==> src/sv/sorted_run_fence_lookup_assert.svh <==
// Assertion macros for the sorted run fence lookup block.
`ifndef SORTED_RUN_FENCE_LOOKUP_ASSERT_SVH
`define SORTED_RUN_FENCE_LOOKUP_ASSERT_SVH

`ifndef SYNTHESIS
// Same-cycle implication, sampled on clk, off during reset.
`define SFL_ASSERT_IMPL(lbl, ante, cons) \
  lbl: assert property (@(posedge clk) disable iff (!rst_n) (ante) |-> (cons)) \
    else $error("sfl: same-cycle check failed");
// Next-cycle implication, sampled on clk, off during reset.
`define SFL_ASSERT_NEXT(lbl, ante, cons) \
  lbl: assert property (@(posedge clk) disable iff (!rst_n) (ante) |=> (cons)) \
    else $error("sfl: next-cycle check failed");
`else
`define SFL_ASSERT_IMPL(lbl, ante, cons)
`define SFL_ASSERT_NEXT(lbl, ante, cons)
`endif

`endif

==> src/sv/sfl_pkg.sv <==
// Shared constants, codes and control structs for the sorted run fence lookup.
package sfl_pkg;

  localparam int CAPACITY = 1024;
  localparam int ENT_AW   = $clog2(CAPACITY);
  localparam int IDX_W    = ENT_AW + 1;
  localparam int KEY_W    = 32;
  localparam int VAL_W    = 32;
  localparam int PAGE_W   = 11;
  localparam int FUNC_W   = 2;

  localparam logic [PAGE_W-1:0] PAGE_RESET = PAGE_W'(64);

  // Request kinds carried on tuser
  localparam logic [FUNC_W-1:0] FUNC_LOAD  = 2'd0;
  localparam logic [FUNC_W-1:0] FUNC_POINT = 2'd1;
  localparam logic [FUNC_W-1:0] FUNC_RANGE = 2'd2;

  // Input tdata layout: position, key, key_high, value
  localparam int IN_POS_LSB   = 0;
  localparam int IN_KEY_LSB   = IN_POS_LSB + ENT_AW;
  localparam int IN_KHI_LSB   = IN_KEY_LSB + KEY_W;
  localparam int IN_VAL_LSB   = IN_KHI_LSB + KEY_W;
  localparam int IN_FIELDS_W  = IN_VAL_LSB + VAL_W;
  localparam int IN_DATA_W    = ((IN_FIELDS_W + 7) / 8) * 8;

  // Output tdata layout: found, found_value, index_low, index_high
  localparam int OUT_FIELDS_W = 1 + VAL_W + 2 * IDX_W;
  localparam int OUT_DATA_W   = ((OUT_FIELDS_W + 7) / 8) * 8;

  // Search engine request and context
  typedef struct packed {
    logic              start;
    logic [KEY_W-1:0]  key;
    logic [KEY_W-1:0]  min_key;
    logic [IDX_W-1:0]  fence_count;
    logic [IDX_W-1:0]  run_length;
    logic [PAGE_W-1:0] spacing;
  } loc_req_t;

  // Search engine result
  typedef struct packed {
    logic             done;
    logic             hit;
    logic [IDX_W-1:0] index;
  } loc_rsp_t;

  // Fence build sweep status and fence memory write
  typedef struct packed {
    logic              fence_we;
    logic [ENT_AW-1:0] fence_addr;
    logic [KEY_W-1:0]  fence_data;
    logic              min_we;
    logic              done;
    logic [IDX_W-1:0]  fence_count;
  } bld_rsp_t;

endpackage

==> src/sv/sfl_locate.sv <==
// Two-phase search engine: upper bound over fences, then lower bound in the page.
module sfl_locate (
  input  logic                       clk,
  input  logic                       rst_n,
  input  sfl_pkg::loc_req_t          req,
  input  logic [sfl_pkg::KEY_W-1:0]  fence_rd_data,
  input  logic [sfl_pkg::KEY_W-1:0]  entry_rd_data,
  output logic [sfl_pkg::ENT_AW-1:0] rd_addr,
  output sfl_pkg::loc_rsp_t          rsp
);
  import sfl_pkg::*;

  localparam logic [2:0] L_IDLE  = 3'd0;
  localparam logic [2:0] L_FENCE = 3'd1;
  localparam logic [2:0] L_MUL   = 3'd2;
  localparam logic [2:0] L_EINIT = 3'd3;
  localparam logic [2:0] L_ESTEP = 3'd4;
  localparam logic [2:0] L_FIN   = 3'd5;

  localparam int PROD_W = IDX_W + PAGE_W;

  logic [2:0]        state_r, state_nxt;
  logic [IDX_W-1:0]  lo_r, lo_nxt;
  logic [IDX_W-1:0]  hi_r, hi_nxt;
  logic [ENT_AW-1:0] mid_r, mid_nxt;
  logic              miss_r, miss_nxt;

  logic [IDX_W-1:0]  lo_t;
  logic [IDX_W-1:0]  hi_t;
  logic [PAGE_W:0]   end_t;
  logic [PROD_W-1:0] prod;

  // Midpoint of [a, b); always below b, so it fits an entry address
  function automatic logic [ENT_AW-1:0] mid_of(input logic [IDX_W-1:0] a,
                                               input logic [IDX_W-1:0] b);
    logic [IDX_W:0] s;
    s = {1'b0, a} + {1'b0, b};
    return s[ENT_AW:1];
  endfunction

  // Page start = (fence slot - 1) * spacing
  assign prod = PROD_W'(lo_r - IDX_W'(1)) * PROD_W'(req.spacing);

  always_comb begin
    state_nxt = state_r;
    lo_nxt    = lo_r;
    hi_nxt    = hi_r;
    mid_nxt   = mid_r;
    miss_nxt  = miss_r;
    lo_t      = lo_r;
    hi_t      = hi_r;
    end_t     = '0;
    unique case (state_r)
      L_IDLE: begin
        if (req.start) begin
          // empty run or key below the first fence: miss at index zero
          if (req.fence_count == '0 || req.key < req.min_key) begin
            miss_nxt  = 1'b1;
            state_nxt = L_FIN;
          end else begin
            miss_nxt  = 1'b0;
            lo_nxt    = '0;
            hi_nxt    = req.fence_count;
            mid_nxt   = mid_of('0, req.fence_count);
            state_nxt = L_FENCE;
          end
        end
      end
      L_FENCE: begin
        // upper bound: first fence above the key
        if (fence_rd_data <= req.key) begin
          lo_t = IDX_W'(mid_r) + IDX_W'(1);
        end else begin
          hi_t = IDX_W'(mid_r);
        end
        lo_nxt = lo_t;
        hi_nxt = hi_t;
        if (lo_t < hi_t) begin
          mid_nxt = mid_of(lo_t, hi_t);
        end else begin
          state_nxt = L_MUL;
        end
      end
      L_MUL: begin
        lo_nxt    = IDX_W'(prod);
        state_nxt = L_EINIT;
      end
      L_EINIT: begin
        // page end, clipped at the run length
        end_t = (PAGE_W+1)'(lo_r) + (PAGE_W+1)'(req.spacing);
        if (end_t > (PAGE_W+1)'(req.run_length)) begin
          end_t = (PAGE_W+1)'(req.run_length);
        end
        hi_t   = IDX_W'(end_t - (PAGE_W+1)'(1));
        hi_nxt = hi_t;
        if (lo_r < hi_t) begin
          mid_nxt   = mid_of(lo_r, hi_t);
          state_nxt = L_ESTEP;
        end else begin
          mid_nxt   = lo_r[ENT_AW-1:0];
          state_nxt = L_FIN;
        end
      end
      L_ESTEP: begin
        // lower bound inside the page
        if (req.key > entry_rd_data) begin
          lo_t = IDX_W'(mid_r) + IDX_W'(1);
        end else begin
          hi_t = IDX_W'(mid_r);
        end
        lo_nxt = lo_t;
        hi_nxt = hi_t;
        if (lo_t < hi_t) begin
          mid_nxt = mid_of(lo_t, hi_t);
        end else begin
          mid_nxt   = lo_t[ENT_AW-1:0];
          state_nxt = L_FIN;
        end
      end
      L_FIN: begin
        state_nxt = L_IDLE;
      end
      default: state_nxt = L_IDLE;
    endcase
  end

  assign rd_addr = mid_nxt;

  // Entry at lo_r is on the read port while in L_FIN
  assign rsp.done  = (state_r == L_FIN);
  assign rsp.hit   = !miss_r && (entry_rd_data == req.key);
  assign rsp.index = miss_r ? '0 : lo_r;

  always_ff @(posedge clk) begin
    if (!rst_n) begin
      state_r <= L_IDLE;
    end else begin
      state_r <= state_nxt;
    end
  end

  always_ff @(posedge clk) begin
    lo_r   <= lo_nxt;
    hi_r   <= hi_nxt;
    mid_r  <= mid_nxt;
    miss_r <= miss_nxt;
  end

endmodule

==> config.mk <==
export PLATFORM = sky130hd
export DESIGN_NAME = sfl_locate
export DESIGN_NICKNAME = d
export VERILOG_FILES = /design/src/sv/sorted_run_fence_lookup_assert.svh /design/src/sv/sfl_pkg.sv /design/src/sv/sfl_locate.sv
export SDC_FILE = /design/constraint.sdc
export NUM_CORES = 1
export LEC_CHECK = 0
export BUFFER_PORTS_ARGS = -buffer_cell sky130_fd_sc_hd__buf_2
export CAP_MARGIN = 10
export CORE_UTILIZATION = 58
export DETAILED_ROUTE_END_ITERATION = 6
export GPL_TIMING_DRIVEN = 0
export PLACE_DENSITY = 0.92
export SLEW_MARGIN = 20
export SYNTH_ARGS = -nofsm -noshare
export SYNTH_HDL_FRONTEND = slang
export SYNTH_SLANG_ARGS = --single-unit
==> constraint.sdc <==
create_clock -name clk -period 10 [get_ports clk]
set_input_delay 0 -clock clk [delete_from_list [all_inputs] [get_ports clk]]
set_output_delay 0 -clock clk [all_outputs]
set_load 0.05 [all_outputs]
==> metrics.md <==
| Metric | Value |
|---|---|
| Outcome | `finished with violations` |
| Failing checks | `design-rule violations` |
| IO buf count | `186` |
| Total Routed Length | `between 30000 and 40000 µm` |
| Starting Density | `between 50 and 60%` |
| Gr usage total | `37.6%` |
| Clock skew | `12.9 ps` |
| Antenna violations before repair | `2` |
| Gpl congestion | `~1.1` |
| Final ANT Viol Nets | `0` |
| EDFF count, synth | `23` |
| Largest net degree at the start of global routing | `13` |
| Placement Rows | `49` |
| CTS Buf Count | `5` |
| Pins Over Slew Limit | `0` |
| Drt initial violations | `970` |
| Final setup viols | `0` |
| R2r setup slk | `roughly 900 ps` |
| Worst reg2reg path depth | `36` |
| Max frequency | `~100 MHz` |
| Global-route wire length before repair | `approximately 55000 µm` |
| Share of the synthesized area in the top cell type | `24.8%` |
| Setup CP Type | `reg -> out` |
| Biggest area consumer among synthesized cells | `ha_1` |
| Pre-antenna DRT Iters | `7` |
| Syn_area_per_cell | `7.72 µm²` |
| Worst-path clk slew | `approximately 70 ps` |
| Routed len/inst | `roughly 20 µm` |
| Fin crit period | `9600 ps` |
| Register area share after synthesis | `under 10%` |
| Synth async-reset ratio | `0%` |
| Hold Path Class | `in -> reg` |
| Met3 wire len | `between 4000 and 5000 µm` |
| Setup crit end kind | `output pin` |
| Net Count, Synth | `1797` |
| WP buf/inv | `4` |
| Ys Warns | `0` |
| RR Endpoint | `mid_r[0]` |
| Layout cells sized above 1 | `around 15%` |
| Die W | `approximately 140 µm` |
| Worst-margin pin slew | `between 900 and 1000 ps` |
| CP Launch Type | `register` |
| Rel. slew slack | `35.7%` |
| Top_reg_cell synth | `edfxtp_1` |
| DR WL met2 | `around 17000 µm` |
| Final Cycle Share | `96.0%` |
| CTS sink count | `36` |
| CP delay by family, top | `compound AO/OA/AOI/OAI gates` |
| Final nets | `1992` |
| Mapped cell area | `around 11000 µm²` |
| Crit path depth | `37` |
| Crit path capture | `rd_addr[0]` |
| DR DRC count | `17` |
| I/O Pins | `between 150 and 200` |
| Cells after Synth | `1387` |
| Crit path max-delay cell type | `edfxtp_1` |
| CP startpoint | `lo_r[0]` |
| Worst-skew pair later-pin latency | `about 300 ps` |
| CTS tree | `done` |
| Reg-to-reg startpoint | `lo_r[0]` |
| Yosys reg bits | `36` |
| Root Driver | `clkbuf_16` |
| Setup_tns | `0 ps` |
| Maxcap violations | `0` |
| Layout area overhead | `13.0%` |
| Vias | `between 10000 and 15000` |
| Die H | `between 100 and 150 µm` |
| RSZ-0062 raised after global routing | `false` |
| Core area | `approximately 18000 µm²` |
| Worst EP arrival | `around 9600 ps` |
| Max Buffers Root-to-Sink | `2` |
| Number of vias per cell | `slightly above 6` |
| Final hold violations | `0` |
| Die footprint | `19000 µm²` |
| Ranking of synthesized cells by area | `ha_1 (25%), inv_1 (7.4%), edfxtp_1 (6.5%)` |
| Worst EP required | `10000 ps` |
| Vias in the first global route | `around 11000` |
| CP Max Fanout | `10` |
| Detailed placer's ending HPWL | `between 30000 and 40000 µm` |
| M1 wire length | `roughly 13000 µm` |
| Synth unique cells | `74` |
| Top sig layer | `met4` |
| Post-CTS Setup Inserts | `0` |
| Remaining Overflow, GRT | `0` |
| H-tree depth | `2` |
| Most frequent cells in the layout | `inv_1 (212), ha_1 (212), buf_2 (191), a21oi_1 (100), nand2_1 (96)` |
| Max stage delay on crit path | `approximately 530 ps` |
[per-layer routing]
metal | up-vias | track usage (%)
li1 | 5264 | -
met1 | 5152 | 43.5
met2 | 693 | 64.1
met3 | 172 | 7.93
met4 | 0 | 21.6
met5 | - | 0
[cell usage after synthesis, types with 7 or more instances]
cell / instances
mux2_2: 22
o21ai_0: 77
clkbuf_1: 29
mux2i_1: 42
dfxtp_1: 13
nor2_1: 66
nand4_1: 19
and2_1: 25
nand2_1: 96
a22oi_1: 16
xnor2_1: 59
and3_1: 7
a31oi_1: 12
nand3_1: 28
a211oi_1: 10
o211ai_1: 14
xor2_1: 26
o21a_1: 8
o21bai_1: 8
nor4_1: 10
fa_1: 34
ha_1: 212
nor2b_1: 42
edfxtp_1: 23
a21oi_1: 101
inv_1: 212
nor3_1: 28
a21o_1: 27
nand2b_1: 18
o22ai_1: 8
[repair_timing]
item	4_1_cts	5_1_grt
hold buffers	1	0
gates resized for setup	0	0
endpoints found under the hold margin	3	0
[kinds of logic (layout without fill, tap and decap cells)]
kind of cell / after synthesis / in the layout / share of synthesized area [%]
xor+xnor: 85 / 85 / 6.96
fa+ha+maj: 246 / 246 / 31.1
buf+inv: 253 / 449 / 9.04
compound gates: 339 / 339 / 20.2
mux: 66 / 66 / 6.52
simple gates: 362 / 362 / 17.2
flops: 36 / 36 / 8.88
other cells: 0 / 2 / 0
[state kept, by name, indices dropped and copies added, names as in the netlist]
signal	count
lo_r	11
mid_r	10
state_r	3
hi_r	11
miss_r	1
[how the worst min path moves through the flow]
| stage | startpoint | endpoint | slack [ps] | cells after the start |
|---|---|---|---|---|
| 6_report | req[29] | hi_r[7] | 40 | 3 |
| 5_1_grt | req[27] | hi_r[5] | 70 | 2 |
| 4_1_cts | req[29] | hi_r[7] | 40 | 3 |
| 3_5_place_dp | rst_n | state_r[2] | 260 | 2 |
| 3_3_place_gp | rst_n | state_r[2] | 250 | 2 |
| 2_1_floorplan | rst_n | state_r[2] | 120 | 1 |
[tightest hold or removal path: cells and delay by family]
| kind | cells | cell delay, ps |
|---|---|---|
| and+or+nand+nor | 2 | 130 |
| buffers and inverters | 1 | 100 |
[per-stage QoR]
step           util [%]  hold WS (ps)  setup WS (ps)  cells  instance area [µm²]
2_1_floorplan         -           122           2280   1387                10700
3_3_place_gp       66.1           254           1340   1802                11900
3_5_place_dp       66.2           258           1050   1803                11900
4_1_cts            67.1          43.4            708   1812                12100
5_1_grt            67.1          65.5           92.6   1813                12100
6_report           67.1          41.2            404   1814                12100
[layout make-up]
class	count	area, µm²
flip-flops and latches	36	951
fillers	1518	5930
repair buffers	188	948
clock buffers	5	125
inverters	213	800
clock inverters	3	18.8
well taps	229	287
multi-input cells	1098	8790
diodes	2	5.00
plain buffers	40	168
Power is not shown: default switching activity piles up to over one toggle a cycle in this logic, so the estimate is an artifact.
