## config.mk

```make
export PLATFORM = sky130hd
export DESIGN_NAME = sfl_build
export DESIGN_NICKNAME = d
export VERILOG_FILES = /design/src/sv/sorted_run_fence_lookup_assert.svh /design/src/sv/sfl_pkg.sv /design/src/sv/sfl_build.sv
export SDC_FILE = /design/constraint.sdc
export NUM_CORES = 1
export LEC_CHECK = 0
export CAP_MARGIN = 20
export CELL_PAD_IN_SITES_DETAIL_PLACEMENT = 1
export CELL_PAD_IN_SITES_GLOBAL_PLACEMENT = 1
export CORE_MARGIN = 1
export CORE_UTILIZATION = 47
export CTS_BUF_LIST = sky130_fd_sc_hd__clkbuf_16
export CTS_CLUSTER_SIZE = 24
export DETAILED_ROUTE_END_ITERATION = 12
export DONT_BUFFER_PORTS = 1
export GPL_TIMING_DRIVEN = 0
export PLACE_DENSITY = 0.84
export SYNTH_ARGS = -nofsm -noshare
export SYNTH_HDL_FRONTEND = slang
export SYNTH_SLANG_ARGS = --single-unit
```

## constraint.sdc

```tcl
create_clock -name clk -period 9.09 [get_ports clk]
set_input_delay 0.4545 -clock clk [delete_from_list [all_inputs] [get_ports clk]]
set_output_delay 0.4545 -clock clk [all_outputs]
set_load 0.02 [all_outputs]
```

## src/sv/sorted_run_fence_lookup_assert.svh

```systemverilog
// Assertion macros for the sorted run fence lookup block.
`ifndef SORTED_RUN_FENCE_LOOKUP_ASSERT_SVH
`define SORTED_RUN_FENCE_LOOKUP_ASSERT_SVH

`ifndef SYNTHESIS
// Same-cycle implication, sampled on clk, off during reset.
`define SFL_ASSERT_IMPL(lbl, ante, cons) \
  lbl: assert property (@(posedge clk) disable iff (!rst_n) (ante) |-> (cons)) \
    else $error("sfl: same-cycle check failed");
// Next-cycle implication, sampled on clk, off during reset.
`define SFL_ASSERT_NEXT(lbl, ante, cons) \
  lbl: assert property (@(posedge clk) disable iff (!rst_n) (ante) |=> (cons)) \
    else $error("sfl: next-cycle check failed");
`else
`define SFL_ASSERT_IMPL(lbl, ante, cons)
`define SFL_ASSERT_NEXT(lbl, ante, cons)
`endif

`endif

```

## src/sv/sfl_pkg.sv

```systemverilog
// Shared constants, codes and control structs for the sorted run fence lookup.
package sfl_pkg;

  localparam int CAPACITY = 1024;
  localparam int ENT_AW   = $clog2(CAPACITY);
  localparam int IDX_W    = ENT_AW + 1;
  localparam int KEY_W    = 32;
  localparam int VAL_W    = 32;
  localparam int PAGE_W   = 11;
  localparam int FUNC_W   = 2;

  localparam logic [PAGE_W-1:0] PAGE_RESET = PAGE_W'(64);

  // Request kinds carried on tuser
  localparam logic [FUNC_W-1:0] FUNC_LOAD  = 2'd0;
  localparam logic [FUNC_W-1:0] FUNC_POINT = 2'd1;
  localparam logic [FUNC_W-1:0] FUNC_RANGE = 2'd2;

  // Input tdata layout: position, key, key_high, value
  localparam int IN_POS_LSB   = 0;
  localparam int IN_KEY_LSB   = IN_POS_LSB + ENT_AW;
  localparam int IN_KHI_LSB   = IN_KEY_LSB + KEY_W;
  localparam int IN_VAL_LSB   = IN_KHI_LSB + KEY_W;
  localparam int IN_FIELDS_W  = IN_VAL_LSB + VAL_W;
  localparam int IN_DATA_W    = ((IN_FIELDS_W + 7) / 8) * 8;

  // Output tdata layout: found, found_value, index_low, index_high
  localparam int OUT_FIELDS_W = 1 + VAL_W + 2 * IDX_W;
  localparam int OUT_DATA_W   = ((OUT_FIELDS_W + 7) / 8) * 8;

  // Search engine request and context
  typedef struct packed {
    logic              start;
    logic [KEY_W-1:0]  key;
    logic [KEY_W-1:0]  min_key;
    logic [IDX_W-1:0]  fence_count;
    logic [IDX_W-1:0]  run_length;
    logic [PAGE_W-1:0] spacing;
  } loc_req_t;

  // Search engine result
  typedef struct packed {
    logic             done;
    logic             hit;
    logic [IDX_W-1:0] index;
  } loc_rsp_t;

  // Fence build sweep status and fence memory write
  typedef struct packed {
    logic              fence_we;
    logic [ENT_AW-1:0] fence_addr;
    logic [KEY_W-1:0]  fence_data;
    logic              min_we;
    logic              done;
    logic [IDX_W-1:0]  fence_count;
  } bld_rsp_t;

endpackage

```

## src/sv/sfl_build.sv

```systemverilog
// Fence build sweep: copies every spacing-th entry key into the fence memory.
module sfl_build (
  input  logic                       clk,
  input  logic                       rst_n,
  input  logic                       start,
  input  logic [sfl_pkg::IDX_W-1:0]  run_length,
  input  logic [sfl_pkg::PAGE_W-1:0] spacing,
  input  logic [sfl_pkg::KEY_W-1:0]  rd_data,
  output logic [sfl_pkg::ENT_AW-1:0] rd_addr,
  output sfl_pkg::bld_rsp_t          rsp
);
  import sfl_pkg::*;

  localparam logic B_IDLE = 1'b0;
  localparam logic B_RUN  = 1'b1;

  logic              state_r, state_nxt;
  logic [ENT_AW-1:0] addr_r, addr_nxt;
  logic [ENT_AW-1:0] fidx_r, fidx_nxt;
  logic [PAGE_W:0]   step_sum;

  // Next entry sampled for a fence
  assign step_sum = (PAGE_W+1)'(addr_r) + (PAGE_W+1)'(spacing);

  always_comb begin
    state_nxt = state_r;
    addr_nxt  = addr_r;
    fidx_nxt  = fidx_r;
    rsp       = '0;
    unique case (state_r)
      B_IDLE: begin
        if (start) begin
          addr_nxt  = '0;
          fidx_nxt  = '0;
          state_nxt = B_RUN;
        end
      end
      B_RUN: begin
        // read data belongs to addr_r, issued last cycle
        rsp.fence_we   = 1'b1;
        rsp.fence_addr = fidx_r;
        rsp.fence_data = rd_data;
        rsp.min_we     = (fidx_r == '0);
        if (step_sum < (PAGE_W+1)'(run_length)) begin
          addr_nxt = step_sum[ENT_AW-1:0];
          fidx_nxt = fidx_r + ENT_AW'(1);
        end else begin
          rsp.done        = 1'b1;
          rsp.fence_count = IDX_W'(fidx_r) + IDX_W'(1);
          state_nxt       = B_IDLE;
        end
      end
      default: state_nxt = B_IDLE;
    endcase
  end

  assign rd_addr = addr_nxt;

  always_ff @(posedge clk) begin
    if (!rst_n) begin
      state_r <= B_IDLE;
    end else begin
      state_r <= state_nxt;
    end
  end

  always_ff @(posedge clk) begin
    addr_r <= addr_nxt;
    fidx_r <= fidx_nxt;
  end

endmodule

```

==> run metrics, run 1 <==
outcome=completed; Final Util=52.2%; Synth Instances=259; Worst Path Required=8.64 ns; Async S/R FF share, synth=0%; Power Dens Cells=307 mW/mm²; syn nets=339; share of layout cells above drive strength 1=5.32%; post-cts gate resize count=0; CP Max Fanout=7; Most used DFF post-synth=dfxtp_1; Flop pwr share=24.1%; CTS tree=yes; min cycle time layout=4.29 ns; die area=0.00477 mm²; # setup viols final=0; crit path launch type=flip-flop; site row count=24; clk slew on worst S/H paths=0.06 ns; Worst Hold Class=primary input to flip-flop; Initial Utilization=48.8%; clock power share=13.6%; worst hold start=rst_n; port buffer count=0; Core Box Area=0.00432 mm²; Post CTS Setup Buffer Count=0; die height=69.0 µm; register area share after synthesis=24.6%; top cells by count, synth=46 x and2_1, 22 x ha_1, 21 x inv_1; grt total ovfl=0; gpl congestion=0.805; io pins=123; drt total wl=5600 µm; number of remaining DRC errors=0; cell accounting for the most synthesized area=edfxtp_1; Max clock buf depth=2; number of nets in the layout=344; period utilisation layout=47.2%; die width=69.0 µm; H-tree levels=1; first-pass iteration count of the detailed router=4; WL/cell=17.8 µm; Lkg Pwr=0.000968 µW; Vias=1,879; worst r2r path cells=14; final hold violations=0; Psw=345 µW; Layout Skew=0.00574 ns; DP Area=0.00218 mm²; crit path from=addr_r[0]; Avg Vias per Cell=5.97; top cells by area, synth=edfxtp_1 14%, and2_1 14%, ha_1 13%, dfxtp_1 10%, nor2b_1 4.7%; Net Sw Frac=49.9%; RR Startpoint=addr_r[0]; Final Cell Area=0.00226 mm²; Post-synth EDFFs=10; Setup TNS=0 ns; pin count of the biggest net entering global routing=13; area delta synth->final=6.87%; Yosys reg bits=21; Slew Limit Headroom=52.6%; initial DRC count=44; Syn Area/Cell=8.15 µm²; Worst Path Class, Setup=flip-flop to output port; Root Driver=clkbuf_16; Mapped Area=0.00211 mm²; initial antenna violation count=0; WHS Path Cells=2; max_cap viols=0; GRT Total Usage=23.4%; Gate power share=62.3%; Peak Freq=233 MHz; clock sink total=21; ANT cells=0; hpwl dp=4580 µm; Peak VDD IR=0.146 mV; CTS Hold Buffers Added=0; Crit. End Element=output port; top-area cell type share of the netlist area=14.2%; first-pass GRT wire length=9080 µm; Worst Max-Slew Pin Slew=0.709 ns; RSZ-0062 raised after global routing=false; Critical Path AT=3.84 ns; Synth Warn #=0; Routed Antenna Nets=0; TritonCTS buffer count=3; Internal Dissipation=347 µW; hold slack final=0.341 ns; top-count cell post-synth=and2_1; synth unique cells=46; worst skew pair latency=0.25 ns; vias in the first global route=1,864; Pins Over Slew Limit=0
[worst max-delay path, stage by stage, from the launching register on]
cell,delay [ns]
dfxtp_1,0.32
ha_1,0.22
inv_1,0.08
fa_1,0.25
nor2b_4,0.06
o31a_1,0.29
o31ai_4,0.23
a21oi_2,0.12
a2111o_1,0.41
o2111ai_1,0.11
ha_1,0.28
a211oi_1,0.24
o211a_2,0.31
mux2_1,0.35
a22o_1,0.31
[stage by stage]
step	power (µW)	cells	setup slack, ns
4_1_cts	699	315	4.79
3_5_place_dp	601	311	4.91
2_1_floorplan	509	259	5.26
6_report	693	315	4.80
3_3_place_gp	582	311	4.99
5_1_grt	752	315	4.60
[sequential cells by signal, indices dropped and copies added (netlist names)]
name	flops
addr_r	10
state_r	1
fidx_r	10
[worst paths after layout]
path                              endpoint  slack [ns]
worst max-delay path            rd_addr[2]        4.80
worst min-delay path               state_r        0.34
worst min register to register   fidx_r[0]        0.67
worst max register to register   fidx_r[1]        5.29
[power by group through the flow]
stage                     Sequential, µW  Clock [µW]  Combinational, µW
after global placement               167           0                415
after detailed placement             169           0                432
after global routing                 172        99.9                480
after floorplan                      160           0                349
after CTS                            167        96.6                436
final                                167        94.2                432
[cell type report]
type / count / area (µm²)
flip-flops and latches: 21 / 520
clock inverters: 1 / 5.00
well taps: 52 / 65.1
clock buffers: 3 / 75.1
multi-input cells: 204 / 1450
inverters: 21 / 78.8
plain buffers: 13 / 61.3
fillers: 553 / 2070
[layout by cell type, fill, tap and decap left out, types with 2 or more instances in the layout]
cell type	synthesis	final
o21ai_0	6	6
mux2_1	2	2
a21oi_1	10	10
nand2_1	16	16
a21o_1	3	3
nor2b_1	16	16
dfxtp_1	11	11
xnor2_1	5	5
nand4_1	3	3
edfxtp_1	10	10
ha_1	22	22
o21a_1	2	2
o211ai_1	5	5
xor2_1	9	9
clkbuf_1	9	9
inv_1	21	21
and3_1	4	4
a22o_1	4	4
nor3_1	2	2
and2_1	46	46
o21ai_1	2	2
nand3_1	14	14
clkbuf_16	0	3
buf_4	3	3
nor2_1	12	12
[cells by family (layout without fill, tap and decap cells)]
logic type / after synthesis / count (layout) / synth area share [%]
muxes: 3 / 3 / 1.54
xor gates and xnor gates: 14 / 14 / 5.81
and+or+nand+nor: 119 / 119 / 31.7
adders and majority gates: 23 / 23 / 14.0
buffers and inverters: 34 / 38 / 6.63
DFF: 21 / 21 / 24.6
AOI/OAI and AO/OA: 45 / 45 / 15.7
[metal layers]
layer / part of all wire, % / track usage [%]
met4: 0.45 / 4.08
met5: 0 / 0
met3: 7.8 / 4.68
met1: 42 / 28.8
met2: 50 / 42.4
No activity file was read; power rests on OpenSTA's default activity.
==> run 2: changes to the inputs <==
Settings changed: ABC_AREA set to 1, CORE_UTILIZATION 47 to 42, PLACE_DENSITY 0.84 to 0.8.
Clock period 9.09 ns to 4.4 ns, I/O delays scaled along.
==> run metrics, run 2 <==
Critical Path AT=3.60 ns (-0.24 ns); ANT cells=0 (unchanged); Synth Area in Compound Gates=4.55% (-11 points); first-pass GRT wire length=10,500 µm (+16%); number of remaining DRC errors=0 (unchanged); WL met1=2900 µm (+24%); Core Box Area=0.00520 mm² (+20%); Vias=2,306 (+23%); GRT Total Usage=22.8% (-0.59 points); Place WS=0.629 ns (-4.28 ns); Simple-Gate Fraction of Synth Area=39.0% (+7.3 points); Peak VDD IR=0.266 mV (+83%); syn nets=454 (+34%); Yosys reg bits=21 (unchanged); Power Dens Cells=630 mW/mm² (+110%); TritonCTS buffer count=3 (unchanged); Most used DFF post-synth=dfxtp_1; die height=76.2 µm (+10%); max_cap viols=0 (unchanged); mux contribution to synthesized area=0% (-1.5 points); register area share after synthesis=22.5% (-2.1 points); worst skew pair latency=0.26 ns (about the same); slowest stage delay, CP=0.41 ns (about the same); area delta synth->final=7.26%; clk slew on worst S/H paths=0.06 ns (about the same); post-cts gate resize count=0 (unchanged); Worst Max-Slew Pin Slew=0.696 ns (-0.0130 ns); crit-path cells=ha_1 > inv_1 > fa_1 > inv_1 > nand3_1 > nand2_1 > nand2_1 > nand2_1 > nand2_1 > a21oi_1 > nor2_1 > nand2_1 > nand2_1 > ha_1 > a21oi_1 > nand4_1 > a21oi_4 > buf_4 > nand4_1 > nand2_1; hpwl dp=5490 µm (+20%); cell accounting for the most synthesized area=nand2_1; largest family of logic cells by synthesized area=simple AND/OR/NAND/NOR gates; H-tree levels=1 (unchanged); top cells by area, synth=nand2_1 20%, inv_1 15%, edfxtp_1 13%, ha_1 12%, dfxtp_1 9.5%; Gate power share=65.0% (+2.7 points); Avg Vias per Cell=5.15 (-14%); Syn Area/Cell=6.18 µm² (-24%); Mapped Area=0.00231 mm² (+9.4%); Worst Path Class, Setup=flip-flop to output port; period utilisation layout=86.8%; CTS Hold Buffers Added=0 (unchanged); Slew Limit Headroom=53.3% (+0.68 points); number of nets in the layout=459 (+33%); commonest non-fill, non-tap cell in the layout=nand2_1; Internal Dissipation=700 µW (+100%); Setup TNS=0 ns (unchanged); crit path from=addr_r[0]; cell type of the slowest stage on the worst timing path=fa_1; initial DRC count=85 (+93%); most used cell along the critical path=nand2_1; Flop pwr share=21.8% (-2.3 points); worst setup margin=0.583 ns (-4.21 ns); initial antenna violation count=0 (unchanged); Synth Area in XOR/XNOR=2.65% (-3.2 points); reg2reg setup slack=0.61 ns (-4.68 ns); Final Cell Area=0.00248 mm² (+9.8%); Pins Over Slew Limit=0 (unchanged); share of layout cells above drive strength 1=7.67% (+2.3 points); drt total wl=6720 µm (+20%); Synth Warn #=0 (unchanged); top flop regs=addr_r x10, fidx_r x10, state_r x1; CP Max Fanout=10 (+3); DR WL met2=3280 µm (+18%); worst r2r path cells=20 (+6); vias in the first global route=2,244 (+20%); outcome=completed; placed cells=444 (+43%); Root Driver=clkbuf_16; Levels on crit path=20 (+6); met3 WL=365 µm (-16%); Layout Skew=0.00295 ns (-0.00279 ns); WL/cell=15.0 µm (-16%); port buffer count=0 (unchanged); RR Startpoint=addr_r[0]; cell family with most CP delay=simple AND/OR/NAND/NOR gates; Psw=861 µW (+150%); DP Area=0.00240 mm² (+10%); pin count of the biggest net entering global routing=13 (unchanged); Initial Utilization=44.4% (-4.5 points); most frequent cells in the layout=120 x nand2_1, 95 x inv_1, 22 x ha_1, 21 x nor2_1, 17 x nand4_1; gpl congestion=0.849 (+5.5%); top cells by count, synth=120 x nand2_1, 95 x inv_1, 22 x ha_1; Net Sw Frac=55.2% (+5.3 points); Worst Path Required=4.18 ns (-4.46 ns); io pins=123 (unchanged); Async S/R FF share, synth=0% (unchanged); crit path buf inv count=3 (+2); synth unique cells=32 (-30%); Worst Hold Class=primary input to flip-flop; Routed Antenna Nets=0 (unchanged); clock sink total=21 (unchanged); uppermost layer routed=met4; post-synthesis adder-cell area fraction=12.8% (-1.2 points); Peak Freq=262 MHz; Final Util=47.6% (-4.6 points); Max clock buf depth=2 (unchanged); site row count=26 (+8.3%); die area=0.00580 mm² (+22%); final hold violations=0 (unchanged); # setup viols final=0 (unchanged); critical path capture point=rd_addr[8]; CTS tree=yes; final cell count without fillers=448 (+42%); clock power share=13.2% (-0.4 points); crit path launch type=flip-flop; first-pass iteration count of the detailed router=4 (unchanged); Synth Instances=374 (+44%); min cycle time layout=3.82 ns; top-area cell type share of the netlist area=19.5% (+5.3 points); Post CTS Setup Buffer Count=0 (unchanged); FF-to-FF End=fidx_r[7]; top-count cell post-synth=nand2_1; Lkg Pwr=0.00157 µW (+62%); Post-synth EDFFs=10 (unchanged); RSZ-0062 raised after global routing=false; grt total ovfl=0 (unchanged); die width=76.2 µm (+10%); Crit. End Element=output port
==> run 2: through the flow <==
stage | power, µW | hold slack, ns
2_1_floorplan | 1130 | 0.374
3_3_place_gp | 1320 | 0.376
3_5_place_dp | 1350 | 0.387
4_1_cts | 1570 | 0.105
5_1_grt | 1700 | 0.108
6_report | 1560 | 0.106
==> run 2: layer usage <==
| metal | vias up | global-route usage, % |
|---|---|---|
| met3 | 11 | 3.59 |
| li1 | 1151 | - |
| met2 | 93 | 41.7 |
| met5 | - | 0 |
| met4 | 0 | 9.81 |
| met1 | 1051 | 26.2 |
==> run 2: cells by family (layout without fill, tap and decap cells) <==
kind of cell,after synthesis,count (layout)
and+or+nand+nor,197,197
buffers and inverters,109,113
adders and majority gates,23,23
DFF,21,21
AOI/OAI and AO/OA,17,17
xor gates and xnor gates,7,7
==> run 2: worst min path at each step <==
stage	startpoint	end	slack [ns]	cells after the start
4_1_cts	rst_n	state_r	0.11	1
5_1_grt	rst_n	state_r	0.11	1
2_1_floorplan	rst_n	state_r	0.37	1
3_5_place_dp	rst_n	state_r	0.39	1
6_report	rst_n	state_r	0.11	1
3_3_place_gp	rst_n	state_r	0.38	1
==> run 2: layout make-up <==
| class | instances | area [µm²] |
|---|---|---|
| Clock inverter | 1 | 5.00 |
| Clock buffer | 3 | 75.1 |
| Sequential cell | 21 | 520 |
| Tap cell | 70 | 87.6 |
| Multi-Input combinational cell | 244 | 1360 |
| Buffer | 12 | 62.6 |
| Inverter | 97 | 364 |
| Fill cell | 729 | 2730 |
==> run 2: power groups by stage <==
| stage | sequential (µW) | clock, µW | combinational (µW) |
|---|---|---|---|
| 2_1_floorplan | 326 | 0 | 799 |
| 3_5_place_dp | 344 | 0 | 1010 |
| 6_report | 340 | 206 | 1010 |
| 3_3_place_gp | 339 | 0 | 978 |
| 4_1_cts | 340 | 210 | 1020 |
| 5_1_grt | 349 | 212 | 1140 |
==> run 3: changes to the inputs <==
Settings changed: CORE_UTILIZATION 42 to 45, MAX_ROUTING_LAYER set to met4, PLACE_DENSITY 0.8 to 0.85.
Clock period 4.4 ns to 4.8 ns, I/O delays scaled along.
==> run metrics, run 3 (synthesis gave the netlist of run 2 again) <==
Post CTS Setup Buffer Count=0 (unchanged); clock sink total=21 (unchanged); io pins=123 (unchanged); pin count of the biggest net entering global routing=13 (unchanged); Lkg Pwr=0.00157 µW (unchanged); Reg area=520 µm² (unchanged); crit path launch type=flip-flop; Peak VDD IR=0.254 mV (-4.4%); Initial Utilization=47.9% (+3.6 points); Worst Path Class, Setup=flip-flop to output port; CP Max Fanout=10 (unchanged); max_cap viols=0 (unchanged); Worst Path Required=4.56 ns (+0.38 ns); final hold violations=0 (unchanged); # setup viols final=0 (unchanged); number of remaining DRC errors=0 (unchanged); CTS Hold Buffers Added=0 (unchanged); area of the multi-input gates=0.00136 mm² (unchanged); number of nets in the layout=459 (unchanged); most frequent cells in the layout=120 x nand2_1, 95 x inv_1, 22 x ha_1, 21 x nor2_1, 17 x nand4_1; fillers=696 (-4.5%); Avg Vias per Cell=5.33 (+3.5%); die height=73.6 µm (-3.3%); DR WL met2=3560 µm (+8.5%); Root Driver=clkbuf_16; commonest non-fill, non-tap cell in the layout=nand2_1; Peak Freq=260 MHz; top flop regs=addr_r x10, fidx_r x10, state_r x1; RSZ-0062 raised after global routing=false; worst setup margin=0.947 ns (+0.365 ns); clk slew on worst S/H paths=0.07 ns (about the same); Core Box Area=0.00482 mm² (-7.5%); Max clock buf depth=2 (unchanged); share of layout cells above drive strength 1=7.67% (unchanged); min cycle time layout=3.85 ns; met3 WL=357 µm (-2.2%); period utilisation layout=80.3%; area delta synth->final=7.10%; port buffer count=0 (unchanged); site row count=25 (-3.8%); TritonCTS buffer count=3 (unchanged); worst skew pair latency=0.26 ns (about the same); Crit. End Element=output port; Vias=2,370 (+2.8%); Routed Antenna Nets=0 (unchanged); uppermost layer routed=met4; Setup TNS=0 ns (unchanged); GRT Total Usage=26.8% (+3.9 points); Layout Skew=0.00198 ns (-0.000971 ns); Worst Max-Slew Pin Slew=0.696 ns (+0.000587 ns); first-pass GRT wire length=10,600 µm (+1.2%); initial DRC count=83 (-2.4%); die area=0.00542 mm² (-6.5%); gpl congestion=0.930 (+9.6%); CTS tree=yes; WHS Path Cells=1 (unchanged); Place WS=1.02 ns (+0.390 ns); Critical Path AT=3.61 ns (about the same); grt total ovfl=0 (unchanged); Worst Hold Class=primary input to flip-flop; WL/cell=15.7 µm (+4.4%); hpwl dp=5570 µm (+1.4%); ANT cells=0 (unchanged); H-tree levels=1 (unchanged); initial antenna violation count=0 (unchanged); outcome=completed; worst r2r path cells=20 (unchanged); first-pass iteration count of the detailed router=4 (unchanged); vias in the first global route=2,248 (+0.18%); Slew Limit Headroom=53.2% (about the same); post-cts gate resize count=0 (unchanged); total power=1450 µW (-7.3%); die width=73.6 µm (-3.3%); drt total wl=6970 µm (+3.7%); Pins Over Slew Limit=0 (unchanged); Power Dens Cells=585 mW/mm² (-7.2%); WL met1=2930 µm (+1.0%)
-- run 3: final cells by class --
class	count	area share [%]
Buffer	12	2.53
Tap cell	67	3.39
Sequential cell	21	21.0
Inverter	97	14.7
Multi-Input combinational cell	244	55.1
Clock buffer	3	3.03
Clock inverter	1	0.202
-- run 3: final timing paths --
kind,startpoint,end,slack (ns)
max reg2reg,addr_r[0],fidx_r[0],0.98
min,rst_n,state_r,0.13
min reg2reg,addr_r[6],addr_r[6],0.63
max,addr_r[0],rd_addr[2],0.95
-- run 3: power breakdown --
part / total (µW) / switching (µW) / internal [µW]
combinational: 945 / 672 / 272
sequential: 312 / 55.2 / 257
clock: 189 / 76.6 / 112
total: 1450 / 804 / 642
-- run 3: per-layer routing --
layer / GRT usage, % / vias up
met2: 49.5 / 98
met5: - / -
met1: 30.2 / 1108
met4: 7.69 / 0
met3: 2.74 / 11
li1: - / 1153
-- run 3: worst max-delay path, stage by stage, from the launching register on --
cell and delay (ns):
dfxtp_1 0.35, ha_1 0.22, inv_1 0.07, fa_1 0.39, inv_1 0.09, nand3_1 0.07, nand2_1 0.13, nand2_1 0.09
nand2_1 0.08, nand2_1 0.08, a21oi_1 0.20, nor2_1 0.06, nand2_1 0.06, nand2_1 0.05, ha_1 0.30, a21oi_1 0.16
nand4_1 0.16, a21oi_4 0.18, buf_4 0.22, nand4_1 0.12, nand2_1 0.26
-- run 3: stage by stage --
step	instances	area, µm²	hold slack, ns	util [%]
after floorplan	374	2310	0.394	-
after global placement	441	2390	0.394	49.7
after detailed placement	441	2390	0.411	49.7
after CTS	445	2470	0.139	51.4
after global routing	445	2470	0.144	51.4
final	445	2470	0.135	51.4
